**config.mk**
```make
export PLATFORM = sky130hd
export DESIGN_NAME = prbs_locked_sample_extractor_flat
export DESIGN_NICKNAME = d
export VERILOG_FILES = /design/src/rtl/core/pls_pkg.sv /design/src/rtl/core/pls_req_if.sv /design/src/rtl/core/pls_rsp_if.sv /design/src/rtl/core/prbs_locked_sample_extractor.sv /design/src/flat_wrapper.sv
export SDC_FILE = /design/constraint.sdc
export NUM_CORES = 2
export LEC_CHECK = 0
export CAP_MARGIN = 15
export CORE_MARGIN = 2
export CORE_UTILIZATION = 55
export CTS_BUF_LIST = sky130_fd_sc_hd__clkbuf_4 sky130_fd_sc_hd__clkbuf_8
export DETAILED_ROUTE_END_ITERATION = 8
export DONT_BUFFER_PORTS = 1
export GPL_TIMING_DRIVEN = 0
export PLACE_DENSITY = 0.7
export REMOVE_ABC_BUFFERS = 1
export SYNTH_ARGS = -nofsm -noshare
export SYNTH_HDL_FRONTEND = slang
export SYNTH_SLANG_ARGS = --single-unit
```
**constraint.sdc**
```tcl
create_clock -name clock -period 21 [get_ports clock]
set_clock_uncertainty 0.2 [all_clocks]
set_input_delay 3.15 -clock clock [delete_from_list [all_inputs] [get_ports clock]]
set_output_delay 3.15 -clock clock [all_outputs]
set_load 0.02 [all_outputs]
```
**src/rtl/core/pls_pkg.sv**
```systemverilog
// Package for the locked sample extractor: item types, field widths and constants.
// Used by the channel interfaces and by the top level. Depends on nothing.
package pls_pkg;

   localparam int BYTE_BITS   = 8;
   localparam int SAMPLE_BITS = 14;
   localparam int HALF_BITS   = 7;
   localparam int WORD_BITS   = 32;
   localparam int FILL_BITS   = 7;

   // taps of the 32-bit sequence generator
   localparam logic [WORD_BITS-1:0] SEQ_TAPS = 32'h8040_1020;
   // bytes needed to fill both interleaved histories
   localparam logic [FILL_BITS-1:0] FILL_FULL = 7'd64;
   // fill count after a failing pair seeds the search
   localparam logic [FILL_BITS-1:0] FILL_SEED = 7'd2;
   localparam logic [WORD_BITS-1:0] REQUIRED_RESET = 32'd16777280;

   typedef enum logic {
      KIND_SAMPLE = 1'b0,
      KIND_REPORT = 1'b1
   } kind_type;

   // one result item as held in the output queue; enough is formed on read
   typedef struct packed {
      kind_type               kind;
      logic [SAMPLE_BITS-1:0] sample;
      logic [WORD_BITS-1:0]   run_length;
      logic [WORD_BITS-1:0]   best_length;
      logic [WORD_BITS-1:0]   best_offset;
      logic                   last;
   } result_type;

endpackage

```
**src/rtl/core/pls_req_if.sv**
```systemverilog
// Input channel of the locked sample extractor: one raw dump byte per item.
// Depends on pls_pkg for the field widths.
interface pls_req_if;
   logic                           valid;
   logic                           ready;
   logic [pls_pkg::BYTE_BITS-1:0]  dump_byte;
   logic                           end_of_dump;

   modport source (output valid, output dump_byte, output end_of_dump, input ready);
   modport sink   (input valid, input dump_byte, input end_of_dump, output ready);
endinterface

```
**src/rtl/core/pls_rsp_if.sv**
```systemverilog
// Result channel of the locked sample extractor: samples and run-closed reports.
// Depends on pls_pkg for the field widths.
interface pls_rsp_if;
   logic                             valid;
   logic                             ready;
   logic                             kind;
   logic [pls_pkg::SAMPLE_BITS-1:0]  sample;
   logic [pls_pkg::WORD_BITS-1:0]    run_length;
   logic [pls_pkg::WORD_BITS-1:0]    best_length;
   logic [pls_pkg::WORD_BITS-1:0]    best_offset;
   logic                             enough;
   logic                             last;

   modport source (output valid, output kind, output sample, output run_length,
                   output best_length, output best_offset, output enough,
                   output last, input ready);
   modport sink   (input valid, input kind, input sample, input run_length,
                   input best_length, input best_offset, input enough,
                   input last, output ready);
endinterface

```
**src/rtl/core/prbs_locked_sample_extractor.sv**
```systemverilog
// Top level of the locked sample extractor: sequence lock, pair check, run tracking.
// Depends on pls_pkg, pls_req_if and pls_rsp_if.
//
// Usage:
//   req_ch carries one raw dump byte per item: bit 7 is the doubled sequence bit,
//   bits 6..0 half a sample; end_of_dump marks the final byte of a dump.
//   rsp_ch carries result items: a 14-bit sample for every good byte pair, and a
//   run-closed report (run length, best run so far, its start, enough flag).
//   A byte yields zero, one or two items; last flags the final one of a byte.
//   csr_write_enable/csr_write_data set the required run length; write it
//   only while no item is in flight.
// Timing:
//   An accepted byte is held in the input register; the whole state
//   update then runs from that register and pushes its items into a
//   four-entry result queue. The first result is valid once the byte has
//   passed the input register and been written into the queue.
//   One byte per cycle is sustained as long as results drain at one per cycle;
//   the queue needs room for two items before a byte is processed, so bytes
//   that yield two items make the queue grow and can hold the input back.
//   Reset clears the stream state and the queue; the required length returns
//   to 16777280. After the final byte of a dump the stream state is cleared
//   and the next byte starts a new dump at offset 0.
//   When the receiver stalls, the queue fills and req_ch.ready drops.
module prbs_locked_sample_extractor #(
   parameter int OFFSET_BITS = 32
) (
   input  logic                           clock,
   input  logic                           reset,
   pls_req_if.sink                        req_ch,
   pls_rsp_if.source                      rsp_ch,
   input  logic                           csr_write_enable,
   input  logic [pls_pkg::WORD_BITS-1:0]  csr_write_data
);
   import pls_pkg::*;

   localparam int EXT_BITS   = (OFFSET_BITS > WORD_BITS + 1) ? OFFSET_BITS : WORD_BITS + 1;
   localparam int Q_DEPTH    = 4;
   localparam int Q_PTR_BITS = $clog2(Q_DEPTH);
   localparam int Q_CNT_BITS = $clog2(Q_DEPTH + 1);
   localparam logic [Q_CNT_BITS-1:0] Q_ROOM_LIMIT = Q_CNT_BITS'(Q_DEPTH - 2);
   localparam logic [Q_CNT_BITS-1:0] Q_FULL_COUNT = Q_CNT_BITS'(Q_DEPTH);

   // configuration
   logic [WORD_BITS-1:0]    required_ff;

   // input register
   logic                    in_valid_ff;
   logic [BYTE_BITS-1:0]    in_byte_ff;
   logic                    in_end_ff;

   // stream state
   logic                    locked_ff, locked_in;
   logic [FILL_BITS-1:0]    fill_ff, fill_in;
   logic [WORD_BITS-1:0]    even_ff, even_in;
   logic [WORD_BITS-1:0]    odd_ff, odd_in;
   logic [WORD_BITS-1:0]    track_ff, track_in;
   logic                    half_ff, half_in;
   logic [BYTE_BITS-1:0]    held_ff, held_in;
   logic [OFFSET_BITS-1:0]  offset_ff, offset_in;
   logic [OFFSET_BITS-1:0]  run_start_ff, run_start_in;
   logic [WORD_BITS-1:0]    best_len_ff, best_len_in;
   logic [OFFSET_BITS-1:0]  best_start_ff, best_start_in;

   // result queue
   result_type              queue_mem [Q_DEPTH];
   logic [Q_PTR_BITS-1:0]   wr_ptr_ff, rd_ptr_ff;
   logic [Q_CNT_BITS-1:0]   count_ff;

   logic                    proc_fire;
   logic                    pop;
   logic [1:0]              push_n;
   result_type              entry0, entry1;

   assign proc_fire    = in_valid_ff && (count_ff <= Q_ROOM_LIMIT);
   assign req_ch.ready = !in_valid_ff || proc_fire;

   // ------------------------------------------------------------------
   // Per-byte update
   // ------------------------------------------------------------------
   always_comb begin
      logic                    bit_now;
      logic                    par_even;
      logic                    par_track;
      logic                    held_bit;
      logic [WORD_BITS-1:0]    nxt_even;
      logic [OFFSET_BITS-1:0]  idx_inc;
      logic [OFFSET_BITS-1:0]  span_end;
      logic [OFFSET_BITS-1:0]  diff;
      logic [EXT_BITS-1:0]     diff_ext;
      logic [EXT_BITS-1:0]     best_ext;
      logic [WORD_BITS-1:0]    len32;
      logic                    closing;
      logic                    good_pair;
      logic                    fail_pair;
      logic                    is_end;
      result_type              report;
      result_type              sample_item;

      bit_now   = in_byte_ff[BYTE_BITS-1];
      is_end    = in_end_ff;
      par_even  = ^(even_ff & SEQ_TAPS);
      par_track = ^(track_ff & SEQ_TAPS);
      held_bit  = held_ff[BYTE_BITS-1];
      nxt_even  = {even_ff[WORD_BITS-2:0], bit_now};
      idx_inc   = (offset_ff == '1) ? offset_ff : offset_ff + OFFSET_BITS'(1);

      locked_in     = locked_ff;
      fill_in       = fill_ff;
      even_in       = even_ff;
      odd_in        = odd_ff;
      track_in      = track_ff;
      half_in       = half_ff;
      held_in       = held_ff;
      offset_in     = offset_ff;
      run_start_in  = run_start_ff;
      best_len_in   = best_len_ff;
      best_start_in = best_start_ff;

      closing   = 1'b0;
      good_pair = 1'b0;
      fail_pair = 1'b0;
      span_end  = offset_ff;

      if (!locked_ff) begin
         if (fill_ff < FILL_FULL) begin
            if (!fill_ff[0]) begin
               even_in = {even_ff[WORD_BITS-2:0], bit_now};
            end else begin
               odd_in = {odd_ff[WORD_BITS-2:0], bit_now};
            end
            fill_in = fill_ff + FILL_BITS'(1);
         end else if (nxt_even == odd_ff && bit_now == par_even) begin
            // lock: run starts after the locking byte; a lock on the final
            // byte closes at once with length zero
            track_in     = nxt_even;
            locked_in    = 1'b1;
            half_in      = 1'b0;
            run_start_in = idx_inc;
            closing      = is_end;
         end else begin
            even_in = odd_ff;
            odd_in  = nxt_even;
         end
      end else if (!half_ff) begin
         held_in = in_byte_ff;
         half_in = 1'b1;
         closing = is_end;
      end else begin
         half_in  = 1'b0;
         track_in = {track_ff[WORD_BITS-2:0], held_bit};
         if (held_bit == bit_now && held_bit == par_track) begin
            good_pair = 1'b1;
            closing   = is_end;
            span_end  = idx_inc;
         end else begin
            // failing pair seeds a new search as its first two fill bytes
            fail_pair = 1'b1;
            closing   = 1'b1;
            locked_in = 1'b0;
            even_in   = {{(WORD_BITS-1){1'b0}}, held_bit};
            odd_in    = {{(WORD_BITS-1){1'b0}}, bit_now};
            fill_in   = FILL_SEED;
         end
      end

      // run length in bytes, never below zero, saturated to 32 bits
      diff = (span_end >= run_start_ff) ? span_end - run_start_ff : '0;
      if (fail_pair && diff != '0) begin
         diff = diff - OFFSET_BITS'(1);
      end
      if (!locked_ff) begin
         diff = '0;
      end
      diff_ext = EXT_BITS'(diff);
      len32    = (|diff_ext[EXT_BITS-1:WORD_BITS]) ? '1 : diff_ext[WORD_BITS-1:0];

      sample_item.kind        = KIND_SAMPLE;
      sample_item.sample      = {held_ff[HALF_BITS-1:0], in_byte_ff[HALF_BITS-1:0]};
      sample_item.run_length  = '0;
      sample_item.best_length = best_len_ff;
      best_ext                = EXT_BITS'(best_start_ff);
      sample_item.best_offset = (|best_ext[EXT_BITS-1:WORD_BITS]) ? '1
                                : best_ext[WORD_BITS-1:0];
      sample_item.last        = 1'b0;

      // strictly longer runs replace the best
      if (closing && len32 > best_len_ff) begin
         best_len_in   = len32;
         best_start_in = run_start_in;
      end

      report.kind        = KIND_REPORT;
      report.sample      = '0;
      report.run_length  = closing ? len32 : '0;
      report.best_length = best_len_in;
      best_ext           = EXT_BITS'(best_start_in);
      report.best_offset = (|best_ext[EXT_BITS-1:WORD_BITS]) ? '1
                           : best_ext[WORD_BITS-1:0];
      report.last        = 1'b1;

      if (good_pair) begin
         entry0 = sample_item;
         entry1 = report;
         if (closing || is_end) begin
            push_n = 2'd2;
         end else begin
            push_n      = 2'd1;
            entry0.last = 1'b1;
         end
      end else begin
         entry0 = report;
         entry1 = report;
         push_n = (closing || is_end) ? 2'd1 : 2'd0;
      end

      if (!proc_fire) begin
         push_n = 2'd0;
      end

      // end of dump: all stream state back to reset values
      if (is_end) begin
         locked_in     = 1'b0;
         fill_in       = '0;
         even_in       = '0;
         odd_in        = '0;
         track_in      = '0;
         half_in       = 1'b0;
         held_in       = '0;
         offset_in     = '0;
         run_start_in  = '0;
         best_len_in   = '0;
         best_start_in = '0;
      end else begin
         offset_in = idx_inc;
      end
   end

   // ------------------------------------------------------------------
   // Registers
   // ------------------------------------------------------------------
   always_ff @(posedge clock) begin
      if (reset) begin
         required_ff   <= REQUIRED_RESET;
         in_valid_ff   <= 1'b0;
         locked_ff     <= 1'b0;
         fill_ff       <= '0;
         even_ff       <= '0;
         odd_ff        <= '0;
         track_ff      <= '0;
         half_ff       <= 1'b0;
         held_ff       <= '0;
         offset_ff     <= '0;
         run_start_ff  <= '0;
         best_len_ff   <= '0;
         best_start_ff <= '0;
      end else begin
         if (csr_write_enable) begin
            required_ff <= csr_write_data;
         end
         if (req_ch.ready) begin
            in_valid_ff <= req_ch.valid;
         end
         if (proc_fire) begin
            locked_ff     <= locked_in;
            fill_ff       <= fill_in;
            even_ff       <= even_in;
            odd_ff        <= odd_in;
            track_ff      <= track_in;
            half_ff       <= half_in;
            held_ff       <= held_in;
            offset_ff     <= offset_in;
            run_start_ff  <= run_start_in;
            best_len_ff   <= best_len_in;
            best_start_ff <= best_start_in;
         end
      end
   end

   // input payload, no reset needed
   always_ff @(posedge clock) begin
      if (req_ch.ready && req_ch.valid) begin
         in_byte_ff <= req_ch.dump_byte;
         in_end_ff  <= req_ch.end_of_dump;
      end
   end

   // ------------------------------------------------------------------
   // Result queue
   // ------------------------------------------------------------------
   assign pop = rsp_ch.valid && rsp_ch.ready;

   always_ff @(posedge clock) begin
      if (push_n != 2'd0) begin
         queue_mem[wr_ptr_ff] <= entry0;
      end
      if (push_n == 2'd2) begin
         queue_mem[wr_ptr_ff + Q_PTR_BITS'(1)] <= entry1;
      end
   end

   always_ff @(posedge clock) begin
      if (reset) begin
         wr_ptr_ff <= '0;
         rd_ptr_ff <= '0;
         count_ff  <= '0;
      end else begin
         wr_ptr_ff <= wr_ptr_ff + Q_PTR_BITS'(push_n);
         if (pop) begin
            rd_ptr_ff <= rd_ptr_ff + Q_PTR_BITS'(1);
         end
         count_ff <= count_ff + Q_CNT_BITS'(push_n) - Q_CNT_BITS'(pop);
      end
   end

   always_comb begin
      result_type head;
      head               = queue_mem[rd_ptr_ff];
      rsp_ch.valid       = (count_ff != '0);
      rsp_ch.kind        = head.kind;
      rsp_ch.sample      = head.sample;
      rsp_ch.run_length  = head.run_length;
      rsp_ch.best_length = head.best_length;
      rsp_ch.best_offset = head.best_offset;
      // the user must change the register only while nothing is queued; the block does not enforce this
      rsp_ch.enough      = (head.best_length >= required_ff);
      rsp_ch.last        = head.last;
   end

   // ------------------------------------------------------------------
   // Assertions
   // ------------------------------------------------------------------
   a_queue_bound: assert property (@(posedge clock) disable iff (reset)
      count_ff <= Q_FULL_COUNT)
      else $error("result queue overflow");

   a_locked_filled: assert property (@(posedge clock) disable iff (reset)
      locked_ff |-> fill_ff == FILL_FULL)
      else $error("locked without full histories");

   a_end_reports: assert property (@(posedge clock) disable iff (reset)
      proc_fire && in_end_ff |-> push_n != 2'd0)
      else $error("final byte produced no report");

   a_end_clears: assert property (@(posedge clock) disable iff (reset)
      proc_fire && in_end_ff |=> offset_ff == '0 && !locked_ff && best_len_ff == '0)
      else $error("stream state not cleared after final byte");

endmodule

```
**src/flat_wrapper.sv**
```systemverilog
// flat-port wrapper written by rule: the top's interface ports become plain ports
module prbs_locked_sample_extractor_flat import pls_pkg::*;
#(
   parameter int OFFSET_BITS = 32
)
  (clock, reset, csr_write_enable, csr_write_data, req_ch_valid, req_ch_dump_byte, req_ch_end_of_dump, req_ch_ready, rsp_ch_valid, rsp_ch_kind, rsp_ch_sample, rsp_ch_run_length, rsp_ch_best_length, rsp_ch_best_offset, rsp_ch_enough, rsp_ch_last, rsp_ch_ready);
  pls_req_if req_ch_i ();
  pls_rsp_if rsp_ch_i ();
  input  logic clock;
  input  logic reset;
  input  logic csr_write_enable;
  input  logic [pls_pkg::WORD_BITS-1:0] csr_write_data;
  input wire logic [$bits(req_ch_i.valid)-1:0] req_ch_valid;
  input wire logic [$bits(req_ch_i.dump_byte)-1:0] req_ch_dump_byte;
  input wire logic [$bits(req_ch_i.end_of_dump)-1:0] req_ch_end_of_dump;
  output wire logic [$bits(req_ch_i.ready)-1:0] req_ch_ready;
  output wire logic [$bits(rsp_ch_i.valid)-1:0] rsp_ch_valid;
  output wire logic [$bits(rsp_ch_i.kind)-1:0] rsp_ch_kind;
  output wire logic [$bits(rsp_ch_i.sample)-1:0] rsp_ch_sample;
  output wire logic [$bits(rsp_ch_i.run_length)-1:0] rsp_ch_run_length;
  output wire logic [$bits(rsp_ch_i.best_length)-1:0] rsp_ch_best_length;
  output wire logic [$bits(rsp_ch_i.best_offset)-1:0] rsp_ch_best_offset;
  output wire logic [$bits(rsp_ch_i.enough)-1:0] rsp_ch_enough;
  output wire logic [$bits(rsp_ch_i.last)-1:0] rsp_ch_last;
  input wire logic [$bits(rsp_ch_i.ready)-1:0] rsp_ch_ready;
  assign req_ch_i.valid = req_ch_valid;
  assign req_ch_i.dump_byte = req_ch_dump_byte;
  assign req_ch_i.end_of_dump = req_ch_end_of_dump;
  assign req_ch_ready = req_ch_i.ready;
  assign rsp_ch_valid = rsp_ch_i.valid;
  assign rsp_ch_kind = rsp_ch_i.kind;
  assign rsp_ch_sample = rsp_ch_i.sample;
  assign rsp_ch_run_length = rsp_ch_i.run_length;
  assign rsp_ch_best_length = rsp_ch_i.best_length;
  assign rsp_ch_best_offset = rsp_ch_i.best_offset;
  assign rsp_ch_enough = rsp_ch_i.enough;
  assign rsp_ch_last = rsp_ch_i.last;
  assign rsp_ch_i.ready = rsp_ch_ready;
  prbs_locked_sample_extractor #(.OFFSET_BITS(OFFSET_BITS)) u_core (.clock(clock), .reset(reset), .req_ch(req_ch_i), .rsp_ch(rsp_ch_i), .csr_write_enable(csr_write_enable), .csr_write_data(csr_write_data));
endmodule
```
==> results.md <==
- The clock buffer count from CTS is ~120.
- In the global route stage, overall resource usage came out at 28.91%.
- The final antenna-violating net count is 0.
- The average cell area after synthesis is 10.01 µm².
- The initial antenna violation count came to 1.
- The initial cell density of the core is around 56%.
- The worst setup path is launched from a flop.
- In this run the cell area measured after placement is between 30000 and 40000 µm².
- The H-tree generated during clock tree synthesis spans 3 levels.
- The worst hold path cell count is 1.
- The reg2reg setup slack is a little under 8 ns.
- The worst path required time is approximately 21 ns.
- The quantity of hold-fixing buffers added after cts is 0.
- Dividing total power by cell area gives a power density of a little over 80 nW/µm².
- The cell area after synthesis is roughly 39000 µm².
- The number of pins exceeding their max-slew limit in the final report came to 0.
- In this run the worst path has a maximum fanout of 50.
- The critical register-to-register path endpoint is u_core.queue_mem[3][64].
- The die is 269.6 µm wide.
- Across the run, the number of max-cap violations was 0.
- The number of distinct library cells after synthesis is just over 90.
- The data arrival time at the worst-slack endpoint is 13.63 ns.
- The total overflow left after global routing is 0.
- The detail-routed via count per cell is between 6 and 7.
- The number of hold-slack violations in the final timing report was 0.
- The flow ran to the end, and the final reports show no timing, DRC or antenna violations.
- The post-layout net count is approximately 3900.
- The count of input and output buffers is 0.
- The cell family with the largest share of critical-path delay is compound AO/OA/AOI/OAI gates.
- The number of iterations in the first detailed-routing pass is 7.
- The buffering stage count on the worst path with inverters included is 3.
- The endpoint class of the critical path is a flop.
- The via count of the first global-routing pass is 29130.
- The smallest clock period supported by the final layout is computed as ~13 ns.
- The sequential area share after synthesis is between 40% and 50%.
- Measured along the y axis, the die boundary spans 269.6 µm.
- In the synthesized netlist the async set-or-reset flop fraction comes to 0%.
- Pin placement for this block handled approximately 160 I/O pins.
- The Yosys warning count is 0.
- The placeable core region is around 70000 µm².
- Once layout is complete, the cells apart from fillers number roughly 4800.
- The commonest cells after synthesis are 507 x sky130_fd_sc_hd__nor2_1, 393 x sky130_fd_sc_hd__edfxtp_1, 368 x sky130_fd_sc_hd__nand2_1.
- The clock reaches the later pin of the worst-skew pair after 0.77 ns.
- The routed wirelength normalized by instance count is around 22 µm.
- After routing the design area is 42410 µm².
- The end of the worst hold path is u_core.queue_mem[3][98].
- In the post-synthesis netlist, the biggest area contributors are sky130_fd_sc_hd__edfxtp_1 30%, sky130_fd_sc_hd__dfxtp_1 18%, sky130_fd_sc_hd__mux4_2 6.5%.
- Summed over all layers, the routed wires come to 106900 µm.
- The TritonCTS sink count is 740.
- The number of flip-flops and latches in the synthesized netlist is 740.
- After the first detailed-routing iteration, the DRC count stood at between 2000 and 3000.
- On the worst path, the slowest cell contributes a delay of 0.94 ns.
- The flip-flop cell with the highest count after synthesis is sky130_fd_sc_hd__edfxtp_1.
- The maximum clock frequency is ~75 MHz.
- At the pin with the least slew margin, the transition time is between 1 and 1.5 ns.
- The largest area contributor in the synthesized netlist is sky130_fd_sc_hd__edfxtp_1.
- The last weighted congestion value of the routability-driven placer is between 0.9 and 1.
- In this run, synthesis inferred roughly 400 flip-flops with an integrated enable.
- Setup repair after global routing left no endpoint under its margin.
- The area growth from synthesis to layout is 9.313%.
- TritonCTS built the clock tree.
- The first-pass GRT wire length is between 150000 and 200000 µm.
- The largest voltage drop on the vdd net is around 0.076 mV.
- The leading cell type by number of instances after synthesis is sky130_fd_sc_hd__nor2_1.
- For the worst flop-to-flop path, the logic depth is 35.
- Summing over every cut layer, the via total after detailed routing is 30010.
- Summed over all failing endpoints, the final setup total negative slack is 0 ns.
- After legalization and detailed placement, the total HPWL measured around 69000 µm.
- The largest net degree at the start of global routing is roughly 240.
- The slowest stage of the critical path is the sky130_fd_sc_hd__or2_2 cell.
- The die covers between 70000 and 80000 µm².
- The share of post-route cells with drive strength above 1 is around an eighth.
- The proportion of netlist area held by the largest area contributor is about 30%.
- The final period utilization is between 60% and 70%.
- The CTS root buffer is sky130_fd_sc_hd__clkbuf_8.
- Clock-pin slew was measured on the worst setup and hold paths at roughly 0.070 ns.
- The number of setup violations in the final report is 0.
- The startpoint-to-endpoint class of the critical path is reg -> reg.
- In this run, post-CTS repair resized a total of 0 instances.
- The worst setup path startpoint is u_core.track_ff[12].
- The number of placed instances, taps included, is between 4000 and 5000.
- After detailed routing, the number of remaining DRC violations is 0.
- In this run the most critical hold path is launched from u_core.queue_mem[3][98].
- The total number of placement rows is 97.
- The maximum number of buffers from clock root to sink is 3.
- In this run the critical register-to-register path is launched from u_core.track_ff[12].
- Synthesis produced between 3000 and 4000 cells.
- In this run the tightest slew margin relative to its limit is between 10 and 15%.
- The number of setup buffers added after CTS is 0.
- The class of the tightest hold or removal check is reg -> reg.
- The leakage dissipation is approximately 14 nW.
-- state kept, by name (all words and copies together), names as in the netlist, 2 cells and up, named ones only --
register and flops:
u_core.best_len_ff 32, u_core.best_start_ff 32, u_core.count_ff 3, u_core.even_ff 32
u_core.fill_ff 7, u_core.held_ff 8, u_core.in_byte_ff 8, u_core.odd_ff 32
u_core.offset_ff 32, u_core.queue_mem 448, u_core.rd_ptr_ff 2, u_core.required_ff 32
u_core.run_start_ff 32, u_core.track_ff 32, u_core.wr_ptr_ff 2
-- where the power goes --
part | internal (mW) | total (mW) | leakage [nW] | switching [mW]
logic | 0.221 | 0.589 | 6.71 | 0.368
clock network | 0.700 | 1.28 | 1.32 | 0.577
registers | 1.55 | 1.58 | 5.94 | 0.0288
-- final cells by class --
cell class                 instances  area (µm²)
timing repair buffer              51       892.1
antenna                            1       2.502
clock buffer                     183        2275
inverter                         126       493.0
sequential                       740       18760
fill                            5778       27490
clock inverter                    37       214.0
tap                              940        1176
multi-input combinational       2734       18600
-- kinds of logic after synthesis --
| kind of cell | count (synthesis) | share of synthesized area [%] |
|---|---|---|
| AOI/OAI and AO/OA | 915 | 15.17 |
| xor gates and xnor gates | 137 | 3.160 |
| adders and majority gates | 106 | 3.457 |
| buffers and inverters | 404 | 3.982 |
| DFF | 740 | 48.32 |
| muxes | 292 | 11.21 |
| and+or+nand+nor | 1284 | 14.70 |
-- worst max-delay path by stage --
stage / to / depth (start not counted)
6_report: u_core.queue_mem[3][64] / 35
5_1_grt: u_core.queue_mem[3][64] / 36
4_1_cts: u_core.queue_mem[3][64] / 37
3_5_place_dp: u_core.queue_mem[3][64] / 37
3_3_place_gp: u_core.queue_mem[3][64] / 32
2_1_floorplan: u_core.queue_mem[3][64] / 32
-- metrics by stage --
stage                     power (mW)  worst slack, ns  utilization, %  hold slack (ns)
after floorplan                2.045            8.816               -           0.2310
after global routing           3.560            6.969           60.67           0.2748
after CTS                      3.464            7.813           60.59           0.2637
after global placement         2.204            3.240           55.65           0.2392
final                          3.444            7.753           60.67           0.2641
after detailed placement       2.200            7.858           57.03           0.2493
-- routing by layer --
metal / vias to the layer above / GRT usage (%) / part of all wire (%)
li1: 13970 / - / -
met1: 14630 / 38.44 / 41
met2: 1189 / 47.67 / 48
met3: 223 / 5.379 / 8.1
met4: 0 / 9.883 / 3.0
met5: - / 0 / 0
-- worst reg2reg max path: cells and delay by family (launching register included) --
kind | cells | cell delay [ns]
xor+xnor | 3 | 0.51
flops | 1 | 0.34
fa+ha+maj | 3 | 1.11
buf+inv | 3 | 1.18
compound gates | 15 | 5.54
mux | 1 | 0.33
simple gates | 10 | 3.90
-- placed cells by master, fill, tap and decap left out, drive strengths merged, types with 12 or more instances in the layout --
cell    instances
a32o           20
nand2         368
nor2          507
o22ai          25
a22oi          65
clkbuf        184
or2            12
a211oi         15
and2           25
ha            104
nand3          48
a21o           50
o21ai         300
mux2i         160
nand2b         17
clkinv         32
xor2           48
a22o           95
or3            24
mux2           20
dfxtp         347
a21oi         228
buf            50
o21a           17
inv           129
nand4          49
nor2b          16
a31oi          15
xnor2          89
nor4           15
nor3          143
edfxtp        393
and3           32
mux4          112
No activity file was read; power rests on OpenSTA's default activity.
